`src/hdl/bfpu_pkg.sv`:
```
package bfpu_pkg;

    // Store geometry and field limits
    localparam int STORE_BYTES    = 256;
    localparam int MAX_FIELD_BITS = 32;

    // Fixed port field widths
    localparam int ValueW = 32;
    localparam int WidthW = 6;
    localparam int IndexW = 8;
    localparam int FreeW  = 4;

    // Derived widths
    localparam int AddrW  = (STORE_BYTES > 1) ? $clog2(STORE_BYTES) : 1;
    localparam int IdxW   = AddrW + 1;                         // cursor may sit at STORE_BYTES
    localparam int RemW   = $clog2(STORE_BYTES * 8 + 1);       // bits left in store
    localparam int LeftW  = $clog2(MAX_FIELD_BITS + 1);        // bits left in field
    localparam int FieldW = MAX_FIELD_BITS;

    localparam logic [0:0] ACT_PACK   = 1'b0;
    localparam logic [0:0] ACT_UNPACK = 1'b1;

    // Byte store access from the sequencer
    typedef struct packed {
        logic             we;
        logic [AddrW-1:0] waddr;
        logic [7:0]       wdata;
        logic [AddrW-1:0] raddr;
    } t_mem_req;

endpackage

```
`src/hdl/bfpu_in_if.sv`:
```
interface bfpu_in_if import bfpu_pkg::*; ();
    logic              valid;
    logic              ready;
    logic              action;
    logic [ValueW-1:0] field_value;
    logic [WidthW-1:0] field_width;

    modport source (output valid, output action, output field_value, output field_width,
                    input ready);
    modport sink   (input valid, input action, input field_value, input field_width,
                    output ready);
endinterface

```
`src/hdl/bfpu_out_if.sv`:
```
interface bfpu_out_if import bfpu_pkg::*; ();
    logic              valid;
    logic              ready;
    logic [ValueW-1:0] read_value;
    logic [IndexW-1:0] byte_index;
    logic [FreeW-1:0]  bits_free;
    logic              overrun;

    modport source (output valid, output read_value, output byte_index, output bits_free,
                    output overrun, input ready);
    modport sink   (input valid, input read_value, input byte_index, input bits_free,
                    input overrun, output ready);
endinterface

```
`src/hdl/bit_field_packer_unpacker_top.sv`:
```
// MSB-first bit field packer/unpacker over a 256-byte store. Each input item either
// packs (ORs) a field of 0..32 bits at the write cursor or unpacks one at the
// independent read cursor; every item returns exactly one result holding the
// extracted value (zero on pack), the used cursor after the access, and an overrun
// flag set when the field would run past the end of the store, in which case
// nothing is touched. After reset the store zero-fills itself, and no item is accepted
// until it is done. Items are handled one at a time: each is checked for overrun, then
// its store bytes are read, and on pack written back, through the byte-wide store
// ports, pipelined one byte a cycle; a zero-width or overrun access goes straight to
// the result. A finished result sits in the output register while the next item is
// taken in.
module bit_field_packer_unpacker_top import bfpu_pkg::*; (
    input  logic       i_clk,
    input  logic       i_rst_n,
    bfpu_in_if.sink    i_in,
    bfpu_out_if.source o_out
);

    typedef enum logic [3:0] {
        S_IDLE = 4'b0001,   // wait for an item
        S_CHK  = 4'b0010,   // overrun check, first byte read issued
        S_XFER = 4'b0100,   // one store byte per cycle
        S_HOLD = 4'b1000    // wait for output register
    } t_state;

    t_state r_state, n_state;

    // Persistent cursors
    logic [IdxW-1:0]  r_wr_idx, n_wr_idx;
    logic [3:0]       r_wr_bf, n_wr_bf;
    logic [IdxW-1:0]  r_rd_idx, n_rd_idx;
    logic [3:0]       r_rd_bf, n_rd_bf;

    // Working copy of the item
    logic             r_act, n_act;
    logic [FieldW-1:0] r_val, n_val;
    logic [LeftW-1:0] r_left, n_left;
    logic [IdxW-1:0]  r_idx, n_idx;
    logic [3:0]       r_bf, n_bf;
    logic [FieldW-1:0] r_acc, n_acc;
    logic             r_ovr, n_ovr;

    // Output register
    logic              r_o_valid, n_o_valid;
    logic [ValueW-1:0] r_o_value, n_o_value;
    logic [IndexW-1:0] r_o_index, n_o_index;
    logic [FreeW-1:0]  r_o_free, n_o_free;
    logic              r_o_ovr, n_o_ovr;

    t_mem_req   mem_req;
    logic [7:0] mem_rdata;
    logic       mem_busy;

    logic             accept;
    logic             out_free;
    logic [7:0]       fw8;
    logic [LeftW-1:0] w_sat;
    logic [RemW-1:0]  rem;
    logic             ovr;
    logic [3:0]       take;
    logic [3:0]       sh;
    logic [7:0]       msk;
    logic [7:0]       chunk;
    logic [7:0]       rbits;
    logic [LeftW-1:0] left_nx;
    logic [3:0]       bf_nx;

    bfpu_store u_store (
        .i_clk   (i_clk),
        .i_rst_n (i_rst_n),
        .i_req   (mem_req),
        .o_rdata (mem_rdata),
        .o_busy  (mem_busy)
    );

    assign i_in.ready = (r_state == S_IDLE) && !mem_busy;
    assign accept     = i_in.valid && i_in.ready;
    assign out_free   = !r_o_valid || o_out.ready;

    // Width saturates to the field limit
    assign fw8   = 8'(i_in.field_width);
    assign w_sat = (fw8 > 8'(MAX_FIELD_BITS)) ? LeftW'(MAX_FIELD_BITS) : LeftW'(fw8);

    // Bits left between cursor and end of store
    always_comb begin
        if (r_idx < IdxW'(STORE_BYTES)) begin
            rem = (RemW'(IdxW'(STORE_BYTES) - r_idx) << 3) - RemW'(4'd8 - r_bf);
        end else begin
            rem = '0;
        end
    end
    assign ovr = RemW'(r_left) > rem;

    // Per-byte slice: bits taken from this byte and their position
    assign take    = (r_left < LeftW'(r_bf)) ? 4'(r_left) : r_bf;
    assign sh      = r_bf - take;
    assign msk     = 8'((9'd1 << take) - 9'd1);
    assign chunk   = 8'(r_val >> (r_left - LeftW'(take))) & msk;
    assign rbits   = (mem_rdata >> sh) & msk;
    assign left_nx = r_left - LeftW'(take);
    assign bf_nx   = r_bf - take;

    // Byte port: write back the current byte, read ahead the next one
    always_comb begin
        mem_req.we    = (r_state == S_XFER) && (r_act == ACT_PACK);
        mem_req.waddr = AddrW'(r_idx);
        mem_req.wdata = mem_rdata | 8'(chunk << sh);
        mem_req.raddr = (r_state == S_CHK) ? AddrW'(r_idx) : AddrW'(r_idx + IdxW'(1));
    end

    always_comb begin
        n_state   = r_state;
        n_wr_idx  = r_wr_idx;
        n_wr_bf   = r_wr_bf;
        n_rd_idx  = r_rd_idx;
        n_rd_bf   = r_rd_bf;
        n_act     = r_act;
        n_val     = r_val;
        n_left    = r_left;
        n_idx     = r_idx;
        n_bf      = r_bf;
        n_acc     = r_acc;
        n_ovr     = r_ovr;
        n_o_valid = r_o_valid && !o_out.ready;
        n_o_value = r_o_value;
        n_o_index = r_o_index;
        n_o_free  = r_o_free;
        n_o_ovr   = r_o_ovr;

        case (r_state)
            S_IDLE: begin
                if (accept) begin
                    n_act   = i_in.action;
                    n_val   = FieldW'(i_in.field_value);
                    n_left  = w_sat;
                    n_idx   = (i_in.action == ACT_UNPACK) ? r_rd_idx : r_wr_idx;
                    n_bf    = (i_in.action == ACT_UNPACK) ? r_rd_bf : r_wr_bf;
                    n_acc   = '0;
                    n_ovr   = 1'b0;
                    n_state = S_CHK;
                end
            end
            S_CHK: begin
                if (r_left == '0) begin
                    n_state = S_HOLD;
                end else if (ovr) begin
                    n_ovr   = 1'b1;
                    n_state = S_HOLD;
                end else begin
                    n_state = S_XFER;
                end
            end
            S_XFER: begin
                n_acc  = (r_acc << take) | FieldW'(rbits);
                n_left = left_nx;
                if (bf_nx == 4'd0) begin
                    n_bf  = 4'd8;
                    n_idx = r_idx + IdxW'(1);
                end else begin
                    n_bf  = bf_nx;
                end
                if (left_nx == '0) begin
                    n_state = S_HOLD;
                end
            end
            S_HOLD: begin
                if (out_free) begin
                    n_o_valid = 1'b1;
                    n_o_value = (r_act == ACT_UNPACK) ? ValueW'(r_acc) : '0;
                    n_o_index = IndexW'(r_idx);
                    n_o_free  = FreeW'(r_bf);
                    n_o_ovr   = r_ovr;
                    if (r_act == ACT_UNPACK) begin
                        n_rd_idx = r_idx;
                        n_rd_bf  = r_bf;
                    end else begin
                        n_wr_idx = r_idx;
                        n_wr_bf  = r_bf;
                    end
                    n_state = S_IDLE;
                end
            end
            default: begin
                n_state = S_IDLE;
            end
        endcase
    end

    always_ff @(posedge i_clk) begin
        if (!i_rst_n) begin
            r_state   <= S_IDLE;
            r_wr_idx  <= '0;
            r_wr_bf   <= 4'd8;
            r_rd_idx  <= '0;
            r_rd_bf   <= 4'd8;
            r_o_valid <= 1'b0;
        end else begin
            r_state   <= n_state;
            r_wr_idx  <= n_wr_idx;
            r_wr_bf   <= n_wr_bf;
            r_rd_idx  <= n_rd_idx;
            r_rd_bf   <= n_rd_bf;
            r_o_valid <= n_o_valid;
        end
    end

    always_ff @(posedge i_clk) begin
        r_act     <= n_act;
        r_val     <= n_val;
        r_left    <= n_left;
        r_idx     <= n_idx;
        r_bf      <= n_bf;
        r_acc     <= n_acc;
        r_ovr     <= n_ovr;
        r_o_value <= n_o_value;
        r_o_index <= n_o_index;
        r_o_free  <= n_o_free;
        r_o_ovr   <= n_o_ovr;
    end

    assign o_out.valid      = r_o_valid;
    assign o_out.read_value = r_o_value;
    assign o_out.byte_index = r_o_index;
    assign o_out.bits_free  = r_o_free;
    assign o_out.overrun    = r_o_ovr;

endmodule

```
`src/hdl/bfpu_store.sv`:
```
// Byte store: one write and one registered read per cycle.
// Zero-fills itself after reset, one byte a cycle.
module bfpu_store import bfpu_pkg::*; (
    input  logic       i_clk,
    input  logic       i_rst_n,
    input  t_mem_req   i_req,
    output logic [7:0] o_rdata,
    output logic       o_busy
);

    logic [7:0]       r_mem [STORE_BYTES];
    logic [7:0]       r_rdata;
    logic [AddrW-1:0] r_clr_addr;
    logic [AddrW-1:0] n_clr_addr;
    logic             r_busy;
    logic             n_busy;
    logic             wr_en;
    logic [AddrW-1:0] wr_addr;
    logic [7:0]       wr_data;

    always_comb begin
        n_clr_addr = r_clr_addr;
        n_busy     = r_busy;
        if (r_busy) begin
            n_clr_addr = r_clr_addr + AddrW'(1);
            if (r_clr_addr == AddrW'(STORE_BYTES - 1)) begin
                n_busy = 1'b0;
            end
        end
    end

    always_ff @(posedge i_clk) begin
        if (!i_rst_n) begin
            r_busy     <= 1'b1;
            r_clr_addr <= '0;
        end else begin
            r_busy     <= n_busy;
            r_clr_addr <= n_clr_addr;
        end
    end

    assign wr_en   = r_busy | i_req.we;
    assign wr_addr = r_busy ? r_clr_addr : i_req.waddr;
    assign wr_data = r_busy ? 8'h00 : i_req.wdata;

    always_ff @(posedge i_clk) begin
        if (wr_en) begin
            r_mem[wr_addr] <= wr_data;
        end
        r_rdata <= r_mem[i_req.raddr];
    end

    assign o_rdata = r_rdata;
    assign o_busy  = r_busy;

endmodule

```
`src/flat_wrapper.sv`:
```
// flat-port wrapper written by rule: the top's interface ports become plain ports
module bit_field_packer_unpacker_top_flat import bfpu_pkg::*;
  (i_clk, i_rst_n, i_in_valid, i_in_action, i_in_field_value, i_in_field_width, i_in_ready, o_out_valid, o_out_read_value, o_out_byte_index, o_out_bits_free, o_out_overrun, o_out_ready);
  bfpu_in_if i_in_i ();
  bfpu_out_if o_out_i ();
  input  logic i_clk;
  input  logic i_rst_n;
  input wire logic [$bits(i_in_i.valid)-1:0] i_in_valid;
  input wire logic [$bits(i_in_i.action)-1:0] i_in_action;
  input wire logic [$bits(i_in_i.field_value)-1:0] i_in_field_value;
  input wire logic [$bits(i_in_i.field_width)-1:0] i_in_field_width;
  output wire logic [$bits(i_in_i.ready)-1:0] i_in_ready;
  output wire logic [$bits(o_out_i.valid)-1:0] o_out_valid;
  output wire logic [$bits(o_out_i.read_value)-1:0] o_out_read_value;
  output wire logic [$bits(o_out_i.byte_index)-1:0] o_out_byte_index;
  output wire logic [$bits(o_out_i.bits_free)-1:0] o_out_bits_free;
  output wire logic [$bits(o_out_i.overrun)-1:0] o_out_overrun;
  input wire logic [$bits(o_out_i.ready)-1:0] o_out_ready;
  assign i_in_i.valid = i_in_valid;
  assign i_in_i.action = i_in_action;
  assign i_in_i.field_value = i_in_field_value;
  assign i_in_i.field_width = i_in_field_width;
  assign i_in_ready = i_in_i.ready;
  assign o_out_valid = o_out_i.valid;
  assign o_out_read_value = o_out_i.read_value;
  assign o_out_byte_index = o_out_i.byte_index;
  assign o_out_bits_free = o_out_i.bits_free;
  assign o_out_overrun = o_out_i.overrun;
  assign o_out_i.ready = o_out_ready;
  bit_field_packer_unpacker_top u_core (.i_clk(i_clk), .i_rst_n(i_rst_n), .i_in(i_in_i), .o_out(o_out_i));
endmodule
```
`config.mk`:
```
export PLATFORM = sky130hd
export DESIGN_NAME = bit_field_packer_unpacker_top_flat
export DESIGN_NICKNAME = d
export VERILOG_FILES = /design/src/hdl/bfpu_pkg.sv /design/src/hdl/bfpu_in_if.sv /design/src/hdl/bfpu_out_if.sv /design/src/hdl/bit_field_packer_unpacker_top.sv /design/src/hdl/bfpu_store.sv /design/src/flat_wrapper.sv
export SDC_FILE = /design/constraint.sdc
export NUM_CORES = 2
export LEC_CHECK = 0
export BUFFER_PORTS_ARGS = -buffer_cell sky130_fd_sc_hd__buf_2
export CAP_MARGIN = 25
export CORE_ASPECT_RATIO = 1.1
export CORE_UTILIZATION = 52
export DETAILED_ROUTE_END_ITERATION = 6
export GPL_TIMING_DRIVEN = 0
export PLACE_DENSITY = 0.7
export REMOVE_ABC_BUFFERS = 1
export SYNTH_ARGS = -nofsm -noshare
export SYNTH_HDL_FRONTEND = slang
export SYNTH_SLANG_ARGS = --single-unit
```
`constraint.sdc`:
```
create_clock -name i_clk -period 20.1 [get_ports i_clk]
set_input_delay 1.005 -clock i_clk [delete_from_list [all_inputs] [get_ports i_clk]]
set_output_delay 1.005 -clock i_clk [all_outputs]
set_load 0.005 [all_outputs]
```
After elaboration in Yosys (flattened, before gate mapping)

Memories as Yosys holds them, arrays and structs flattened. A register that Yosys moved wholly into a read port is not among the register bits.
Cells that the tools add are included.

Memories kept: 1
Bits of input ports: 43
Bits in registers: 170
Output and inout port bits: 47
RAM bits: 2048

Reductions and logical operators: 21
Add/sub/neg operators: 8
Equal/unequal tests: 11
Magnitude comparators: 4
Shift-type cells: 5
Multiplexer cells: 34
Bitwise operators: 6

Memories:

| memory               | depth | bits a word | rd ports | clocked after memory_dff | wr ports | line             | RTL |
|---|---|---|---|---|---|---|---|
| u_core.u_store.r_mem | 256   | 8           | 1        | 1                        | 1        | bfpu_store.sv:11 | `logic [7:0] r_mem [STORE_BYTES];` |

Operators with widths:

| kind                                                           | count |
|---|---|
| 32-bit case mux with 2 select lines                            | 1 |
| 4-bit two-way mux                                              | 9 |
| 32-bit two-way mux                                             | 1 |
| 32-bit by 8-bit bitwise OR with 32-bit output                  | 1 |
| 32-bit by 4-bit << shifter with 32-bit output                  | 1 |
| 32-bit by 6-bit >> shifter with 8-bit output                   | 1 |
| 9-bit two-way mux                                              | 3 |
| 8-bit two-way mux                                              | 3 |
| 9-bit case mux with 2 select lines                             | 1 |
| 8-bit AND                                                      | 2 |
| 4-bit case mux with 4 select lines                             | 1 |
| 6-bit by 12-bit greater-than comparator with 1-bit output      | 1 |
| 6-bit logical NOT                                              | 2 |
| 12-bit two-way mux                                             | 1 |
| 6-bit two-way mux                                              | 2 |
| 6-bit case mux with 2 select lines                             | 1 |
| 3-bit AND reduction                                            | 4 |
| 12-bit subtractor                                              | 1 |
| 9-bit by 1-bit adder with 9-bit output (second input constant) | 1 |
| 9-bit < comparator (second input constant)                     | 1 |
| 1-bit two-way mux                                              | 9 |
| 9-bit subtractor (first input constant)                        | 1 |
| 8-bit by 1-bit adder with 8-bit output (second input constant) | 1 |
| 8-bit == test (second input constant)                          | 1 |
| other kinds (27)                                               | 39 |

Depth between registers and ports, before layout

Word-level depth: 8
Depth in mapped cells: 24

By module

From an unflattened synthesis, not the netlist that was laid out.

Cells, all modules: 5020
Area total of the unflattened synthesis: 91502.8 um^2

Modules (own cells, without submodules):

| module                        | area each (um^2) | instances | cells an instance | sequential area each (um^2) |
|---|---|---|---|---|
| bfpu_store                    | 80843.8          | 1         | 4004              | 61839.3 |
| bit_field_packer_unpacker_top | 10659.0          | 1         | 1016              | 4524.3 |

Worst setup path before layout

No wires, ideal clock.

Kind: reg2reg
From: register u_core.r_bf[3]
To: memory u_core.u_store.r_mem[0][4], data pin
Setup time: 1.587 ns
Buffers on the path: 7
Period minus slack after synthesis: 14.122 ns
Stages on the path, launching flop included: 25
Setup slack: 5.978 ns
Arrival time: 12.536 ns
Cells stage by stage: edfxtp_1 -> clkbuf_1 -> inv_1 -> ha_1 -> nor3_1 -> clkbuf_1 -> a31oi_1 -> o211a_1 -> clkinv_1 -> clkbuf_1 -> buf_1 -> ha_1 -> inv_1 -> ha_1 -> clkbuf_1 -> clkbuf_1 -> clkbuf_1 -> mux2i_1 -> mux2i_1 -> mux2i_1 -> mux2_2 -> o21ai_0 -> mux2_2 -> mux2i_1 -> o22ai_1

Word-level cells in the longest chain between the ends: 8
Elaborated cells on any way between the ends: 11
Those cells by class: 3 x add/sub; 1 x order compare; 3 x shift; 2 x mux; 2 x bitwise

RTL lines:

| what                                                                                                        | line                                                                     | RTL |
|---|---|---|
| from (decl)                                                                                                 | bit_field_packer_unpacker_top.sv:39                                      | `logic [3:0] r_bf, n_bf;` |
| from (signal assigned)                                                                                      | bit_field_packer_unpacker_top.sv:212                                     | `r_bf <= n_bf;` |
| 6-bit by 4-bit < comparator with 1-bit output                                                               | bit_field_packer_unpacker_top.sv:95                                      | `assign take = (r_left < LeftW'(r_bf)) ? 4'(r_left) : r_bf;` |
| 4-bit two-way mux                                                                                           | bit_field_packer_unpacker_top.sv:95                                      |  |
| 6-bit by 4-bit subtractor with 6-bit output or 1-bit by 4-bit << shifter with 8-bit output (tied branches)  | bit_field_packer_unpacker_top.sv:98, bit_field_packer_unpacker_top.sv:97 |  |
| 32-bit by 6-bit >> shifter with 8-bit output or 8-bit by 1-bit subtractor with 8-bit output (tied branches) | bit_field_packer_unpacker_top.sv:98, bit_field_packer_unpacker_top.sv:97 |  |
| 8-bit AND                                                                                                   | bit_field_packer_unpacker_top.sv:98                                      | `assign chunk = 8'(r_val >> (r_left - LeftW'(take))) & msk;` |
| 8-bit by 4-bit << shifter with 8-bit output (*)                                                             | bit_field_packer_unpacker_top.sv:107                                     | `mem_req.wdata = mem_rdata \| 8'(chunk << sh);` |
| 8-bit bitwise OR (*)                                                                                        | bit_field_packer_unpacker_top.sv:107                                     |  |
| 8-bit two-way mux (*)                                                                                       | bfpu_store.sv:44                                                         | `assign wr_data = r_busy ? 8'h00 : i_req.wdata;` |
| via u_core.u_store.wr_data[4]                                                                               | bfpu_store.sv:19                                                         | `logic [7:0] wr_data;` |
| to (decl)                                                                                                   | bfpu_store.sv:11                                                         |  |

Mark *: on every way through the listed nets, which the timed path passes. The rest lies on a longest branch.

Final worst setup path

From: register u_core.r_bf[2]
To: memory u_core.u_store.r_mem[1][2], data pin

Same word-level chain as after synthesis.

==> out/metrics.cfg <==
[outcome]
outcome = finished clean

[synthesis]
netlist_instances = 4394
ys_ff_latch = 2226
syn-cell-area_um2 = 90100
synth.distinct_cells = 68
avg_synthesized_cell_area_um2 = 20.5
synth-edff-count = 2178
most_common_flop_cell_mapped_by_yosys = sky130_fd_sc_hd__edfxtp_1
synth-warning-count = 0
postSynth.asyncResetShare = 0
yosysSeqAreaShare = 0.736

[detailed_routing]
drt_iter0_markers = 4847
antenna_left = 0
vias_per_cell = 6.36
detail_route.wl_per_cell_um = 29.9
detail_route.wirelength_um = 212000
route.detailed.drc = 0
vias = 45000
detail_route.first_pass.iterations = 5

[clock_network]
post-cts-setup-buffer-count = 0
post_cts_resize_count = 0
cts_hold_buf = 0
cts.htree.levels = 4
cts_buffers = 207
clk_pin_slew_ps = 70
cts_tree = built
cts_sinks = 2226
cts_max_path_buffers = 3
worstSkewPairLatency_ps = 860
cts_root_buf = sky130_fd_sc_hd__clkbuf_16

[critical_path]
cp_data_required_time_ps = 20780
worst_setup_path_class = flip-flop to flip-flop
critical_path_arrival_ps = 9120
worst_setup_path_start_kind = flip-flop
reg2reg_depth = 23
critical_path_peak_fanout = 34
critical_path.endpoint_type = flip-flop

[grt]
global_route.overflow_total = 0
grt_max_degree = 86
vias_in_the_first_global_route = 45300
initial_antenna_violation_count = 4
gr-usage-all-layers = 0.244
grt_first_pass_wirelength_um = 309000

[timing]
timing.clock.skew_ps = 33.1
worst_slew_pin_slew_ps = 1050
final-max-slew-violation-count = 0
hold_viol = 0
achievable_clock_frequency_mhz = 118
finalWorstPathRequiredPeriod_ps = 8440
post_route_setup_tns_ps = 0
postLayoutSetupSlackWorst_ps = 11660
finalSetupViolations = 0
maxSlewHeadroom = 0.303
finalCritPeriodShare = 0.420
setup_repair_after_global_routing_missed_its_margin = false

[floorplanning]
start_util = 0.526
die_w_um = 399
design.core.area_um2 = 171000
die_area_um2 = 175000
placementRows = 159
floorplan.die.height_um = 439
ios = 90

[placement]
buffer_ports.inserted = 89
hpwl_um = 138000
place.gp.congestion = 0.887
preCtsSetupSlack_ps = 11900

[power]
worst_vdd_drop_mv = 0.0744
leakagePower_nw = 33.0
total_power_divided_by_cell_area_nw_per_um2 = 87.8

[cells_and_area]
syn2layout_area_growth_pct = 15.0
final_net_count = 4715
layout.filler_cells = 11600
layout-drive-gt1-share = 0.287
multi_input_gate_area_in_the_final_layout_um2 = 22800
area.sequential_um2 = 66400

[min_path]
min-delay-path-class = input pin to flip-flop
hold_path_depth = 1

[job]
max_cap_viol_count = 0

-- metal layers --
| metal | track usage | vias to the layer above | wire, um |
|---|---|---|---|
| met2 | 0.398 | 2153 | 105000 |
| li1 | - | 18700 | - |
| met1 | 0.334 | 23800 | 82200 |
| met3 | 0.0448 | 349 | 16900 |
| met5 | 0 | - | 14 |
| met4 | 0.0819 | 2 | 7230 |
-- worst paths after layout --
check                                           from  slack [ps]                    endpoint
worst min-delay path            i_in_field_value[19]         330            u_core.r_val[19]
worst min register to register          u_core.r_ovr         420        u_core.o_out.overrun
worst max register to register        u_core.r_bf[2]       11660  u_core.u_store.r_mem[1][2]
worst max-delay path                  u_core.r_bf[2]       11660  u_core.u_store.r_mem[1][2]
-- critical path, cell delays in order (launching register included) --
cell	delay [ps]
sky130_fd_sc_hd__edfxtp_1	750
sky130_fd_sc_hd__inv_1	320
sky130_fd_sc_hd__ha_1	390
sky130_fd_sc_hd__a21oi_1	450
sky130_fd_sc_hd__o21a_1	300
sky130_fd_sc_hd__o211a_1	600
sky130_fd_sc_hd__clkinv_1	600
sky130_fd_sc_hd__ha_1	410
sky130_fd_sc_hd__inv_1	70
sky130_fd_sc_hd__ha_2	220
sky130_fd_sc_hd__inv_1	110
sky130_fd_sc_hd__and3_1	160
sky130_fd_sc_hd__a311o_1	350
sky130_fd_sc_hd__a311oi_4	540
sky130_fd_sc_hd__buf_8	270
sky130_fd_sc_hd__mux2i_1	100
sky130_fd_sc_hd__mux2_2	290
sky130_fd_sc_hd__o21ai_0	400
sky130_fd_sc_hd__mux2_2	290
sky130_fd_sc_hd__a32oi_1	100
sky130_fd_sc_hd__o22ai_4	810
sky130_fd_sc_hd__buf_16	260
sky130_fd_sc_hd__buf_12	210
sky130_fd_sc_hd__buf_16	190
-- flip-flops by register name (all words and copies together) (netlist names), 4 cells and up --
register                   flops
u_core.o_out.bits_free         4
u_core.o_out.byte_index        8
u_core.o_out.read_value       32
u_core.r_acc                  32
u_core.r_bf                    4
u_core.r_idx                   9
u_core.r_left                  6
u_core.r_rd_bf                 4
u_core.r_rd_idx                9
u_core.r_state                 4
u_core.r_val                  32
u_core.r_wr_bf                 4
u_core.r_wr_idx                9
u_core.u_store.o_rdata         8
u_core.u_store.r_clr_addr      8
u_core.u_store.r_mem        2048
-- through the flow --
stage	util	power (mW)	hold slack (ps)	cell area, um^2	instances
after floorplan	-	5.14	400	89000	4128
after global placement	0.538	5.17	415	92300	6471
after detailed placement	0.563	5.18	411	96600	6686
after CTS	0.604	9.14	270	104000	7071
after global routing	0.604	9.31	293	104000	7074
final	0.604	9.10	332	104000	7076
-- area by class of cell --
type / count / area share
Sequential cell: 2226 / 0.640
Multi-Input combinational cell: 1873 / 0.220
Antenna cell: 2 / 0.0000483
Clock buffer: 242 / 0.0522
Tap cell: 2254 / 0.0272
Timing Repair Buffer: 307 / 0.0437
Clock inverter: 143 / 0.0151
Inverter: 29 / 0.00105
-- kinds of logic (layout without fill, tap and decap cells) --
| kind of cell | count (synthesis) | count (layout) | synth area share |
|---|---|---|---|
| and+or+nand+nor | 733 | 733 | 0.0354 |
| adders and majority gates | 28 | 28 | 0.00389 |
| AOI/OAI and AO/OA | 237 | 237 | 0.0181 |
| xor gates and xnor gates | 44 | 44 | 0.00428 |
| DFF | 2226 | 2226 | 0.736 |
| buffers and inverters | 295 | 721 | 0.0131 |
| muxes | 831 | 831 | 0.189 |
| other | 0 | 2 | 0 |
-- power breakdown --
part	internal (mW)	total, mW	leakage (nW)	switching [mW]
logic	0.0165	0.0553	9.77	0.0388
clock network	2.31	4.02	3.42	1.71
registers	5.02	5.03	19.8	0.00367
total	7.35	9.10	33.0	1.75
-- cells in the mapped netlist, types with 19 or more instances --
master / instances / share of area
sky130_fd_sc_hd__edfxtp_1: 2178 / 0.73
sky130_fd_sc_hd__mux4_2: 694 / 0.17
sky130_fd_sc_hd__nor2_1: 359 / 0.015
sky130_fd_sc_hd__clkbuf_1: 188 / 0.0078
sky130_fd_sc_hd__nand2_1: 185 / 0.0077
sky130_fd_sc_hd__mux2i_1: 121 / 0.013
sky130_fd_sc_hd__buf_2: 53 / 0.0029
sky130_fd_sc_hd__dfxtp_1: 48 / 0.011
sky130_fd_sc_hd__o21ai_0: 47 / 0.0026
sky130_fd_sc_hd__a21oi_1: 45 / 0.0025
sky130_fd_sc_hd__nor2b_1: 43 / 0.0030
sky130_fd_sc_hd__and2_1: 40 / 0.0028
sky130_fd_sc_hd__xnor2_1: 33 / 0.0032
sky130_fd_sc_hd__ha_1: 28 / 0.0039
sky130_fd_sc_hd__inv_1: 28 / 0.0012
sky130_fd_sc_hd__nor3_1: 28 / 0.0016
sky130_fd_sc_hd__nand3_1: 26 / 0.0014
sky130_fd_sc_hd__buf_1: 24 / 0.0010
sky130_fd_sc_hd__a22oi_1: 19 / 0.0016
sky130_fd_sc_hd__a31oi_1: 19 / 0.0013
-- cells in the final DEF (no fill, tap or decap), types with 16 or more instances in the layout --
cell type                   netlist  layout
sky130_fd_sc_hd__buf_8            0      85
sky130_fd_sc_hd__clkinv_2         0      48
sky130_fd_sc_hd__bufinv_16        0      30
sky130_fd_sc_hd__nor2b_1         43      41
sky130_fd_sc_hd__edfxtp_1      2178    2178
sky130_fd_sc_hd__o21ai_0         47      45
sky130_fd_sc_hd__a21oi_1         45      45
sky130_fd_sc_hd__buf_12           0      67
sky130_fd_sc_hd__a22oi_1         19      19
sky130_fd_sc_hd__clkinv_1         1      38
sky130_fd_sc_hd__buf_16           0      47
sky130_fd_sc_hd__nor3_1          28      28
sky130_fd_sc_hd__nand2_1        185     168
sky130_fd_sc_hd__ha_1            28      27
sky130_fd_sc_hd__nand3_1         26      26
sky130_fd_sc_hd__clkbuf_16        0     211
sky130_fd_sc_hd__dfxtp_1         48      47
sky130_fd_sc_hd__buf_2           53      89
sky130_fd_sc_hd__mux2i_1        121     120
sky130_fd_sc_hd__and2_1          40      40
sky130_fd_sc_hd__mux2_2          16      16
sky130_fd_sc_hd__a31oi_1         19      19
sky130_fd_sc_hd__inv_1           28      28
sky130_fd_sc_hd__xnor2_1         33      28
sky130_fd_sc_hd__nor2_1         359     357
sky130_fd_sc_hd__mux4_2         694     694
sky130_fd_sc_hd__clkbuf_1       188      30
sky130_fd_sc_hd__nand2_2          0      17
No activity file was read; power rests on OpenSTA's default activity.
